[config.mk]
export PLATFORM = sky130hd
export DESIGN_NAME = csv_stream_tokenizer_top
export DESIGN_NICKNAME = d
export VERILOG_FILES = /design/src/design/cst_pkg.sv /design/src/design/cst_front.sv /design/src/design/cst_queue.sv /design/src/design/cst_back.sv /design/src/design/csv_stream_tokenizer_top.sv
export SDC_FILE = /design/constraint.sdc
export NUM_CORES = 1
export LEC_CHECK = 0
export ABC_AREA = 0
export BUFFER_PORTS_ARGS = -buffer_cell sky130_fd_sc_hd__buf_2
export CELL_PAD_IN_SITES_DETAIL_PLACEMENT = 0
export CELL_PAD_IN_SITES_GLOBAL_PLACEMENT = 1
export CORE_MARGIN = 2
export CORE_UTILIZATION = 54
export CTS_BUF_LIST = sky130_fd_sc_hd__clkbuf_4
export CTS_CLUSTER_SIZE = 10
export DETAILED_ROUTE_END_ITERATION = 8
export GPL_TIMING_DRIVEN = 0
export PLACE_DENSITY = 0.91
export SKIP_CTS_REPAIR_TIMING = 1
export SYNTH_ARGS = -nofsm -noshare
export SYNTH_HDL_FRONTEND = slang
export SYNTH_SLANG_ARGS = --single-unit
[constraint.sdc]
create_clock -name clk -period 10.6 [get_ports clk]
set_input_delay 2.12 -clock clk [delete_from_list [all_inputs] [get_ports clk]]
set_output_delay 2.12 -clock clk [all_outputs]
set_load 0.005 [all_outputs]
[src/design/cst_pkg.sv]
`timescale 1ns / 1ps
`default_nettype none
// Shared types, character constants and parse-step functions of the CSV tokenizer.
// No dependencies; imported by every module of the block.
package cst_pkg;

  localparam int FIELD_W = 8;
  localparam int LINE_W = 16;
  localparam int MAX_FIELDS = 255;
  localparam int CST_QUEUE_DEPTH = 4;

  localparam logic [7:0] CH_HASH  = 8'h23;
  localparam logic [7:0] CH_QUOTE = 8'h22;
  localparam logic [7:0] CH_COMMA = 8'h2C;
  localparam logic [7:0] CH_LF    = 8'h0A;
  localparam logic [7:0] CH_CR    = 8'h0D;
  localparam logic [7:0] CH_SP    = 8'h20;
  localparam logic [7:0] CH_TAB   = 8'h09;
  localparam logic [7:0] CH_VT    = 8'h0B;
  localparam logic [7:0] CH_FF    = 8'h0C;

  localparam logic KIND_DATA = 1'b0;
  localparam logic KIND_END  = 1'b1;

  localparam logic [1:0] ST_OK        = 2'd0;
  localparam logic [1:0] ST_COUNT_ERR = 2'd1;
  localparam logic [1:0] ST_EOI       = 2'd2;

  typedef enum logic [2:0] {
    MODE_LINE, MODE_FSTART, MODE_PLAIN, MODE_QUOTED, MODE_QSEEN, MODE_COMMENT
  } mode_t;

  typedef struct packed {
    mode_t               mode;
    logic [FIELD_W-1:0]  learned;
    logic [FIELD_W-1:0]  fcount;
    logic [LINE_W-1:0]   lines;
    logic                err;
  } pst_t;

  typedef struct packed {
    logic [7:0]        data;
    logic              has;
    logic              fe;
    logic              re;
    logic [1:0]        status;
    logic [LINE_W-1:0] recnum;
  } res_t;

  // One queue entry: all results caused by one input item.
  typedef struct packed {
    logic [1:0]      cnt;
    res_t [2:0]      slot;
  } bundle_t;

  typedef struct packed {
    pst_t       s;
    logic [1:0] n;
    res_t       r0;
    res_t       r1;
  } feed_t;

  typedef struct packed {
    pst_t s;
    res_t r;
  } close_t;

  function automatic res_t cst_mk_res(logic [7:0] b, logic has, logic fe, logic re,
                                      logic [1:0] st, logic [LINE_W-1:0] ln);
    res_t r;
    r.data   = b;
    r.has    = has;
    r.fe     = fe;
    r.re     = re;
    r.status = st;
    r.recnum = ln;
    return r;
  endfunction

  function automatic logic [LINE_W-1:0] cst_bump(logic [LINE_W-1:0] ln);
    return (ln == '1) ? ln : LINE_W'(ln + 1'b1);
  endfunction

  function automatic logic cst_blank(logic [7:0] c);
    return (c == CH_SP) || (c == CH_TAB) || (c == CH_VT) || (c == CH_FF) || (c == CH_CR);
  endfunction

  function automatic logic [1:0] cst_err_status(logic err);
    return err ? ST_COUNT_ERR : ST_OK;
  endfunction

  // Close the current field; on a record end also check or learn the count.
  function automatic close_t cst_close(pst_t s, logic [FIELD_W-1:0] expf, logic rec);
    close_t             c;
    logic [FIELD_W-1:0] target;
    c.s = s;
    if (s.fcount < FIELD_W'(MAX_FIELDS)) begin
      c.s.fcount = FIELD_W'(s.fcount + 1'b1);
    end
    target = (expf != '0) ? expf : s.learned;
    if (rec) begin
      if (target == '0) begin
        c.s.learned = c.s.fcount;
      end else if (target != c.s.fcount) begin
        c.s.err = 1'b1;
      end
      c.s.fcount = '0;
    end
    c.r = cst_mk_res(8'h00, 1'b0, 1'b1, rec, cst_err_status(c.s.err), c.s.lines);
    return c;
  endfunction

  function automatic feed_t cst_push(feed_t f, res_t r);
    feed_t g;
    g = f;
    if (f.n == 2'd0) begin
      g.r0 = r;
    end else begin
      g.r1 = r;
    end
    g.n = 2'(f.n + 2'd1);
    return g;
  endfunction

  // Parse one character (CR folding already done by the caller).
  function automatic feed_t cst_feed(pst_t s, logic [FIELD_W-1:0] expf, logic [7:0] c);
    feed_t  f;
    close_t cl;
    mode_t  m;
    logic   done;
    f.s  = s;
    f.n  = 2'd0;
    f.r0 = '0;
    f.r1 = '0;
    cl   = '0;
    m    = s.mode;
    done = 1'b0;
    if (m == MODE_LINE) begin
      f.s.lines = cst_bump(s.lines);
      if (c == CH_HASH) begin
        f.s.mode = MODE_COMMENT;
        done = 1'b1;
      end else if (c == CH_LF) begin
        done = 1'b1;
      end else begin
        m = MODE_FSTART;
        f.s.mode = MODE_FSTART;
      end
    end
    if (!done) begin
      unique case (m)
        MODE_LINE: begin
        end
        MODE_FSTART: begin
          if (cst_blank(c)) begin
          end else if (c == CH_COMMA) begin
            cl = cst_close(f.s, expf, 1'b0);
            f.s = cl.s;
            f = cst_push(f, cl.r);
          end else if (c == CH_LF) begin
            cl = cst_close(f.s, expf, 1'b1);
            f.s = cl.s;
            f = cst_push(f, cl.r);
            f.s.mode = MODE_LINE;
          end else if (c == CH_QUOTE) begin
            f.s.mode = MODE_QUOTED;
          end else begin
            f = cst_push(f, cst_mk_res(c, 1'b1, 1'b0, 1'b0, cst_err_status(f.s.err),
                                       f.s.lines));
            f.s.mode = MODE_PLAIN;
          end
        end
        MODE_PLAIN: begin
          if (c == CH_COMMA || c == CH_LF) begin
            cl = cst_close(f.s, expf, c == CH_LF);
            f.s = cl.s;
            f = cst_push(f, cl.r);
            f.s.mode = (c == CH_LF) ? MODE_LINE : MODE_FSTART;
          end else begin
            f = cst_push(f, cst_mk_res(c, 1'b1, 1'b0, 1'b0, cst_err_status(f.s.err),
                                       f.s.lines));
          end
        end
        MODE_QUOTED: begin
          if (c == CH_QUOTE) begin
            f.s.mode = MODE_QSEEN;
          end else begin
            if (c == CH_LF) begin
              f.s.lines = cst_bump(f.s.lines);
            end
            f = cst_push(f, cst_mk_res(c, 1'b1, 1'b0, 1'b0, cst_err_status(f.s.err),
                                       f.s.lines));
          end
        end
        MODE_QSEEN: begin
          if (c == CH_QUOTE) begin
            f = cst_push(f, cst_mk_res(c, 1'b1, 1'b0, 1'b0, cst_err_status(f.s.err),
                                       f.s.lines));
            f.s.mode = MODE_QUOTED;
          end else if (c == CH_COMMA || c == CH_LF) begin
            cl = cst_close(f.s, expf, c == CH_LF);
            f.s = cl.s;
            f = cst_push(f, cl.r);
            f.s.mode = (c == CH_LF) ? MODE_LINE : MODE_FSTART;
          end else begin
            // Lazy quote: keep the bare quote and the byte as data.
            f = cst_push(f, cst_mk_res(CH_QUOTE, 1'b1, 1'b0, 1'b0,
                                       cst_err_status(f.s.err), f.s.lines));
            f = cst_push(f, cst_mk_res(c, 1'b1, 1'b0, 1'b0, cst_err_status(f.s.err),
                                       f.s.lines));
            f.s.mode = MODE_QUOTED;
          end
        end
        MODE_COMMENT: begin
          if (c == CH_LF) begin
            f.s.mode = MODE_LINE;
          end
        end
        default: begin
          f.s.mode = MODE_LINE;
        end
      endcase
    end
    return f;
  endfunction

endpackage
`default_nettype wire

[src/design/cst_front.sv]
`timescale 1ns / 1ps
`default_nettype none
// Front end: accepts input items, folds CR LF, runs the parse step and
// pushes one bundle of results per item that yields any into the queue. Uses cst_pkg.
module cst_front import cst_pkg::*; (
  input  wire logic               clk,
  input  wire logic               rst_n,
  input  wire logic               in_valid,
  output logic                    in_stall,
  input  wire logic               in_kind,
  input  wire logic [7:0]         in_data_byte,
  input  wire logic               cfg_valid,
  output logic                    cfg_ready,
  input  wire logic [FIELD_W-1:0] cfg_expected_fields,
  output logic                    q_push,
  output bundle_t                 q_data,
  input  wire logic               q_full
);

  pst_t               state_r, state_nxt;
  logic               pend_r, pend_nxt;
  logic [FIELD_W-1:0] expf_r, expf_nxt;

  logic       accept;
  logic       is_data, use1, use2, skip, open_field;
  logic [7:0] c1;
  feed_t      fa, fb;
  pst_t       sa;
  close_t     ce;
  logic [1:0] na, nb;
  res_t       eoi_res;

  assign in_stall  = q_full;
  assign cfg_ready = 1'b1;
  assign accept    = in_valid && !in_stall;

  // Parse step: a held CR is fed first, then the new byte.
  always_comb begin
    is_data    = (in_kind == KIND_DATA);
    skip       = pend_r && (in_data_byte == CH_LF);
    use1       = is_data && pend_r;
    use2       = is_data && !skip && (in_data_byte != CH_CR);
    c1         = skip ? CH_LF : CH_CR;
    fa         = cst_feed(state_r, expf_r, c1);
    sa         = use1 ? fa.s : state_r;
    fb         = cst_feed(sa, expf_r, in_data_byte);
    open_field = (state_r.mode == MODE_FSTART) || (state_r.mode == MODE_PLAIN) ||
                 (state_r.mode == MODE_QUOTED) || (state_r.mode == MODE_QSEEN);
    ce         = cst_close(state_r, expf_r, 1'b1);
    na         = use1 ? fa.n : 2'd0;
    nb         = use2 ? fb.n : 2'd0;
    eoi_res    = cst_mk_res(8'h00, 1'b0, 1'b0, 1'b0, ST_EOI, state_r.lines);
  end

  // Next state.
  always_comb begin
    state_nxt = state_r;
    pend_nxt  = pend_r;
    expf_nxt  = cfg_valid ? cfg_expected_fields : expf_r;
    if (accept) begin
      if (is_data) begin
        state_nxt = use2 ? fb.s : sa;
        pend_nxt  = (in_data_byte == CH_CR);
      end else begin
        state_nxt        = open_field ? ce.s : state_r;
        state_nxt.mode   = MODE_LINE;
        state_nxt.fcount = '0;
        pend_nxt         = 1'b0;
      end
    end
  end

  // Result bundle toward the queue.
  always_comb begin
    q_data = '0;
    if (is_data) begin
      q_data.cnt     = 2'(na + nb);
      q_data.slot[0] = (na != 2'd0) ? fa.r0 : fb.r0;
      q_data.slot[1] = (na == 2'd2) ? fa.r1 : ((na == 2'd1) ? fb.r0 : fb.r1);
      q_data.slot[2] = (na == 2'd2) ? fb.r0 : fb.r1;
    end else if (open_field) begin
      q_data.cnt     = 2'd2;
      q_data.slot[0] = ce.r;
      q_data.slot[1] = eoi_res;
    end else begin
      q_data.cnt     = 2'd1;
      q_data.slot[0] = eoi_res;
    end
    q_push = accept && (q_data.cnt != 2'd0);
  end

  always_ff @(posedge clk) begin
    if (!rst_n) begin
      state_r.mode    <= MODE_LINE;
      state_r.learned <= '0;
      state_r.fcount  <= '0;
      state_r.lines   <= '0;
      state_r.err     <= 1'b0;
      pend_r          <= 1'b0;
      expf_r          <= '0;
    end else begin
      state_r <= state_nxt;
      pend_r  <= pend_nxt;
      expf_r  <= expf_nxt;
    end
  end

endmodule
`default_nettype wire

[src/design/cst_queue.sv]
`timescale 1ns / 1ps
`default_nettype none
// Short register queue of result bundles between front and back end.
// Uses cst_pkg for the bundle type.
module cst_queue import cst_pkg::*; #(
  parameter int DEPTH = CST_QUEUE_DEPTH
) (
  input  wire logic    clk,
  input  wire logic    rst_n,
  input  wire logic    push,
  input  wire bundle_t push_data,
  output logic         full,
  input  wire logic    pop,
  output bundle_t      pop_data,
  output logic         empty
);

  localparam int PTR_W = (DEPTH > 1) ? $clog2(DEPTH) : 1;
  localparam int CNT_W = $clog2(DEPTH + 1);

  bundle_t            mem_r [DEPTH];
  logic [PTR_W-1:0]   wptr_r, wptr_nxt, rptr_r, rptr_nxt;
  logic [CNT_W-1:0]   count_r, count_nxt;

  assign full     = (count_r == CNT_W'(DEPTH));
  assign empty    = (count_r == '0);
  assign pop_data = mem_r[rptr_r];

  always_comb begin
    wptr_nxt  = wptr_r;
    rptr_nxt  = rptr_r;
    count_nxt = count_r;
    if (push) begin
      wptr_nxt = (wptr_r == PTR_W'(DEPTH - 1)) ? '0 : PTR_W'(wptr_r + 1'b1);
    end
    if (pop) begin
      rptr_nxt = (rptr_r == PTR_W'(DEPTH - 1)) ? '0 : PTR_W'(rptr_r + 1'b1);
    end
    if (push && !pop) begin
      count_nxt = CNT_W'(count_r + 1'b1);
    end else if (pop && !push) begin
      count_nxt = CNT_W'(count_r - 1'b1);
    end
  end

  always_ff @(posedge clk) begin
    if (push) begin
      mem_r[wptr_r] <= push_data;
    end
  end

  always_ff @(posedge clk) begin
    if (!rst_n) begin
      wptr_r  <= '0;
      rptr_r  <= '0;
      count_r <= '0;
    end else begin
      wptr_r  <= wptr_nxt;
      rptr_r  <= rptr_nxt;
      count_r <= count_nxt;
    end
  end

endmodule
`default_nettype wire

[src/design/cst_back.sv]
`timescale 1ns / 1ps
`default_nettype none
// Back end: takes one bundle at a time from the queue and hands its results
// out one per cycle while out_stall is low, from a register. Uses cst_pkg.
module cst_back import cst_pkg::*; (
  input  wire logic        clk,
  input  wire logic        rst_n,
  input  wire bundle_t     q_data,
  input  wire logic        q_empty,
  output logic             q_pop,
  output logic             out_valid,
  input  wire logic        out_stall,
  output logic [7:0]       out_byte,
  output logic             out_has_byte,
  output logic             out_field_end,
  output logic             out_record_end,
  output logic [1:0]       out_status,
  output logic [LINE_W-1:0] out_record_number,
  output logic             out_last
);

  bundle_t    cur_r, cur_nxt;
  logic       cur_valid_r, cur_valid_nxt;
  logic [1:0] idx_r, idx_nxt;
  logic       fire, last_slot, done, load;
  res_t       sel;

  assign out_valid = cur_valid_r;
  assign fire      = cur_valid_r && !out_stall;
  assign last_slot = (idx_r == 2'(cur_r.cnt - 2'd1));
  assign done      = fire && last_slot;
  assign load      = !q_empty && (!cur_valid_r || done);
  assign q_pop     = load;

  always_comb begin
    case (idx_r)
      2'd0:    sel = cur_r.slot[0];
      2'd1:    sel = cur_r.slot[1];
      default: sel = cur_r.slot[2];
    endcase
    out_byte          = sel.data;
    out_has_byte      = sel.has;
    out_field_end     = sel.fe;
    out_record_end    = sel.re;
    out_status        = sel.status;
    out_record_number = sel.recnum;
    out_last          = last_slot;
  end

  always_comb begin
    cur_nxt       = load ? q_data : cur_r;
    cur_valid_nxt = load ? 1'b1 : (done ? 1'b0 : cur_valid_r);
    idx_nxt       = load ? 2'd0 : (fire ? 2'(idx_r + 2'd1) : idx_r);
  end

  always_ff @(posedge clk) begin
    cur_r <= cur_nxt;
  end

  always_ff @(posedge clk) begin
    if (!rst_n) begin
      cur_valid_r <= 1'b0;
      idx_r       <= 2'd0;
    end else begin
      cur_valid_r <= cur_valid_nxt;
      idx_r       <= idx_nxt;
    end
  end

endmodule
`default_nettype wire

[src/design/csv_stream_tokenizer_top.sv]
`timescale 1ns / 1ps
`default_nettype none
// CSV stream tokenizer, top level. Uses cst_pkg, cst_front, cst_queue, cst_back.
//
// Input channel (in_valid / in_stall): one item per accepted edge, either a raw
// byte (in_kind = 0) or an end-of-input mark (in_kind = 1). Result channel
// (out_valid / out_stall): field bytes, field-end and record-end marks, status
// and record number, with out_last on the final result of each input item.
// Config channel (cfg_valid / cfg_ready, always ready): expected field count,
// 0 to learn it from the first record; write it only while the block is idle.
// Throughput: one input item per cycle while in_stall is low. Each item yields zero to
// three results, and the back end delivers one result per cycle while out_stall is low,
// so sustained input throughput is bounded by the result count. An item's results pass
// through the queue write and then the output register before they can be taken.
// A stalled receiver holds the current result; the front end keeps accepting
// until the bundle queue (QUEUE_DEPTH entries) is full, then raises in_stall.
// Reset returns the parser to line start, clears counters, learned count,
// error flag and the expected-field register, and empties the queue.
module csv_stream_tokenizer_top import cst_pkg::*; #(
  parameter int QUEUE_DEPTH = CST_QUEUE_DEPTH
) (
  input  wire logic               clk,
  input  wire logic               rst_n,
  input  wire logic               in_valid,
  output logic                    in_stall,
  input  wire logic               in_kind,
  input  wire logic [7:0]         in_data_byte,
  input  wire logic               cfg_valid,
  output logic                    cfg_ready,
  input  wire logic [FIELD_W-1:0] cfg_expected_fields,
  output logic                    out_valid,
  input  wire logic               out_stall,
  output logic [7:0]              out_byte,
  output logic                    out_has_byte,
  output logic                    out_field_end,
  output logic                    out_record_end,
  output logic [1:0]              out_status,
  output logic [LINE_W-1:0]       out_record_number,
  output logic                    out_last
);

  // Bundle queue handshake between front and back end.
  logic    q_push, q_full, q_pop, q_empty;
  bundle_t q_wdata, q_rdata;

  // Front: classify each item and build its result bundle.
  cst_front u_front (
    .clk                 (clk),
    .rst_n               (rst_n),
    .in_valid            (in_valid),
    .in_stall            (in_stall),
    .in_kind             (in_kind),
    .in_data_byte        (in_data_byte),
    .cfg_valid           (cfg_valid),
    .cfg_ready           (cfg_ready),
    .cfg_expected_fields (cfg_expected_fields),
    .q_push              (q_push),
    .q_data              (q_wdata),
    .q_full              (q_full)
  );

  // Queue: decouple input acceptance from result delivery.
  cst_queue #(
    .DEPTH (QUEUE_DEPTH)
  ) u_queue (
    .clk       (clk),
    .rst_n     (rst_n),
    .push      (q_push),
    .push_data (q_wdata),
    .full      (q_full),
    .pop       (q_pop),
    .pop_data  (q_rdata),
    .empty     (q_empty)
  );

  // Back: serialize each bundle, one result per cycle while out_stall is low.
  cst_back u_back (
    .clk               (clk),
    .rst_n             (rst_n),
    .q_data            (q_rdata),
    .q_empty           (q_empty),
    .q_pop             (q_pop),
    .out_valid         (out_valid),
    .out_stall         (out_stall),
    .out_byte          (out_byte),
    .out_has_byte      (out_has_byte),
    .out_field_end     (out_field_end),
    .out_record_end    (out_record_end),
    .out_status        (out_status),
    .out_record_number (out_record_number),
    .out_last          (out_last)
  );

endmodule
`default_nettype wire

==> out/metrics.cfg <==
[power_and_ir_drop]
max-vdd-ir-drop_mv = 0.1700
leakage_nw = 9.115
totalPowerFinal_mw = 5.423
pwr_density_cell_nw_per_um2 = 193.4

[floorplanning]
die_y_um = 220.6
io_pins = 55
fp-row-count = 79
start_util = 0.5455
core_um2 = 46460
die-area_um2 = 48680
die_w_um = 220.6

[detailed_routing]
dr.pass1.iters = 6
drc = 0
wl_per_cell_um = 28.36
postRouteAntennaNets = 0
drt_iter0_markers = 2666
vias_per_cell = 6.781
wl_um = 84810
vias = 20280

[finish]
fillers = 3696
mostFrequentLayoutCells = 440 x edfxtp_1, 209 x nand2_1, 161 x clkbuf_4
final_common_cell = edfxtp_1
post-route-util = 0.6036
layout-drive-gt1-share = 0.1714
stdcell_count = 2991
syn_to_final_growth_pct = 10.64
final_nets = 2328
final_area_um2 = 28040

[synthesis]
async_flop_share = 0
synth.distinct_cells = 105
synth_top_flop_cell = edfxtp_1
yosys_register_bits = 495
syn_area_um2 = 25340
yosysWarnings = 0
ys_seq_area_frac = 0.5648
avgSynthCellArea_um2 = 12.06
synth-edff-count = 440
synthCells = 2102

[worst_setup_path]
cpPeakStageDelay_ns = 0.98
critPathBufInv = 7
worstPathArrival_ns = 10.28
cp-end-kind = flip-flop
crit_path_top_delay_cell = nor4_2
cp_max_fo = 10
path_delay_family = simple AND/OR/NAND/NOR gates
worstSetupPathType = flip-flop to flip-flop
cp.required_ns = 11.13
start_kind = flip-flop
cpMostUsedCell = ha_1

[clock_tree]
cts_tree = built
htreeDepth = 3
cts_root_buf = clkbuf_4
clk_path_buf_depth = 3
clock_latency_ns = 0.97
numCtsBuffers = 121
cts_num_sinks = 495
clk_pin_slew_worst_paths_ns = 0.09

[timing]
post-route-min-period_ns = 9.746
fmaxAchievable_mhz = 102.6
worst_pin_slew_ns = 1.314
layout_worst_path_cycle_share = 0.9194
hold_viol = 0
final_max_slew_viol_count = 0
rsz0062_at_grt = false
setup_viol = 0
slew_headroom = 0.1172
clock_skew_ns = 0.1097

[placement]
place_inst = 2774
hpwl_um = 60770
place_area_um2 = 26550
portBuffers = 48
gp_congestion = 0.9802

[grt]
grt_max_degree = 57
grt_pass1_vias = 19820
grt_pass1_wl_um = 124600
grt_use_total = 0.3511
grt-ovfl-total = 0
antenna_found_initial = 5

[run_status]
status = finished, final reports clean

[flow_run]
max-cap-violations = 0

[worst_hold_path]
hp-class = flip-flop to flip-flop

## per-layer routing
metal,global-route usage,share of wire,up-vias
li1,-,-,8748
met1,0.4663,0.39,10030
met2,0.5504,0.46,1254
met3,0.08055,0.096,246
met4,0.1640,0.045,4
met5,0,0.00031,-
## tightest hold or removal path: stages, from the launching register on
cell and delay, ns:
dfxtp_1 0.34, nand2_1 0.06, a21boi_0 0.06
## final timing paths
check / start / endpoint / slack [ns] / depth (start not counted)
min reg2reg: u_back.out_valid / u_back.out_valid / 0.52 / 2
min: u_back.out_valid / u_back.out_valid / 0.52 / 2
max: u_front.ce[0] / u_queue.mem_r[2][40] / 0.85 / 28
max reg2reg: u_front.ce[0] / u_queue.mem_r[2][40] / 0.85 / 28
## flip-flops by register name (all words and copies together), names as in the netlist, 3 cells and up
| signal | count |
|---|---|
| u_back.cur_r | 88 |
| u_queue.mem_r | 352 |
| u_front.ce | 19 |
| u_front.expf_r | 8 |
| u_front.state_r | 17 |
| u_queue.count_r | 3 |
## kinds of logic (layout without fill, tap and decap cells)
kind of cell,after synthesis,in the layout,synth area share
AND/OR/NAND/NOR,663,663,0.1345
AO/OA/AOI/OAI,580,580,0.1546
flip-flops,495,495,0.5648
buffers and inverters,171,438,0.02769
multiplexers,109,109,0.08684
XOR/XNOR,66,66,0.02310
adder cells (fa/ha/maj),16,16,0.008195
other,2,17,0.0002963
## stage by stage
stage	setup TNS (ns)	worst slack [ns]	hold slack, ns
floorplan	0	2.375	0.4730
global placement	-489.97	-1.433	0.4840
detailed placement	0	0.8281	0.5042
CTS	0	1.141	0.5131
global route	0	0.3229	0.5566
finish	0	0.8540	0.5156
## layout make-up
class	instances	area, um2	share of cell area
clock inverter	52	272.8	0.009727
clock buffer	161	1209	0.04310
antenna	4	10.01	0.0003570
tap	607	759.5	0.02708
inverter	35	133.9	0.004774
sequential	495	14310	0.5105
multi-input combinational	1447	10390	0.3704
buffer	136	570.5	0.02035
timing repair buffer	54	385.4	0.01374
## cell usage after synthesis, types with 6 or more instances
master,instances,area share
and2_1,26,0.0064
o21ai_0,114,0.023
a31oi_1,31,0.0077
inv_1,34,0.0050
ha_1,15,0.0074
edfxtp_1,440,0.52
a21oi_1,132,0.026
nor2b_1,31,0.0077
nor2_1,124,0.018
o211a_1,9,0.0036
xor2_1,26,0.0090
o221ai_1,22,0.0076
clkbuf_1,101,0.015
or3_1,17,0.0042
o21bai_1,11,0.0033
o31a_1,7,0.0024
o31ai_1,14,0.0041
buf_1,12,0.0018
mux2i_1,17,0.0067
and3_1,14,0.0035
a32oi_1,11,0.0038
nand2_1,209,0.031
a21boi_0,15,0.0044
nor3b_1,6,0.0018
buf_2,15,0.0030
dfxtp_1,55,0.043
o22ai_1,24,0.0059
nor4_1,25,0.0062
o21a_1,12,0.0036
a21o_1,10,0.0030
a211oi_1,8,0.0024
a311o_1,6,0.0024
o21ai_1,14,0.0028
nand4_1,31,0.0077
nand2b_1,13,0.0032
nor3_1,48,0.0095
nor4_2,6,0.0030
xnor2_1,39,0.013
mux4_2,88,0.078
nand3_1,68,0.013
a22oi_1,44,0.013
o211ai_1,22,0.0065
or4_1,9,0.0027
## report_power, final
group | total [mW] | internal, mW | switching, mW | leakage [nW]
sequential | 2.61 | 2.51 | 0.103 | 4.47
clock | 1.53 | 0.720 | 0.808 | 0.881
combinational | 1.28 | 0.507 | 0.777 | 3.76
total | 5.42 | 3.74 | 1.69 | 9.12
Note: power is estimated with default switching activity, not from simulation.
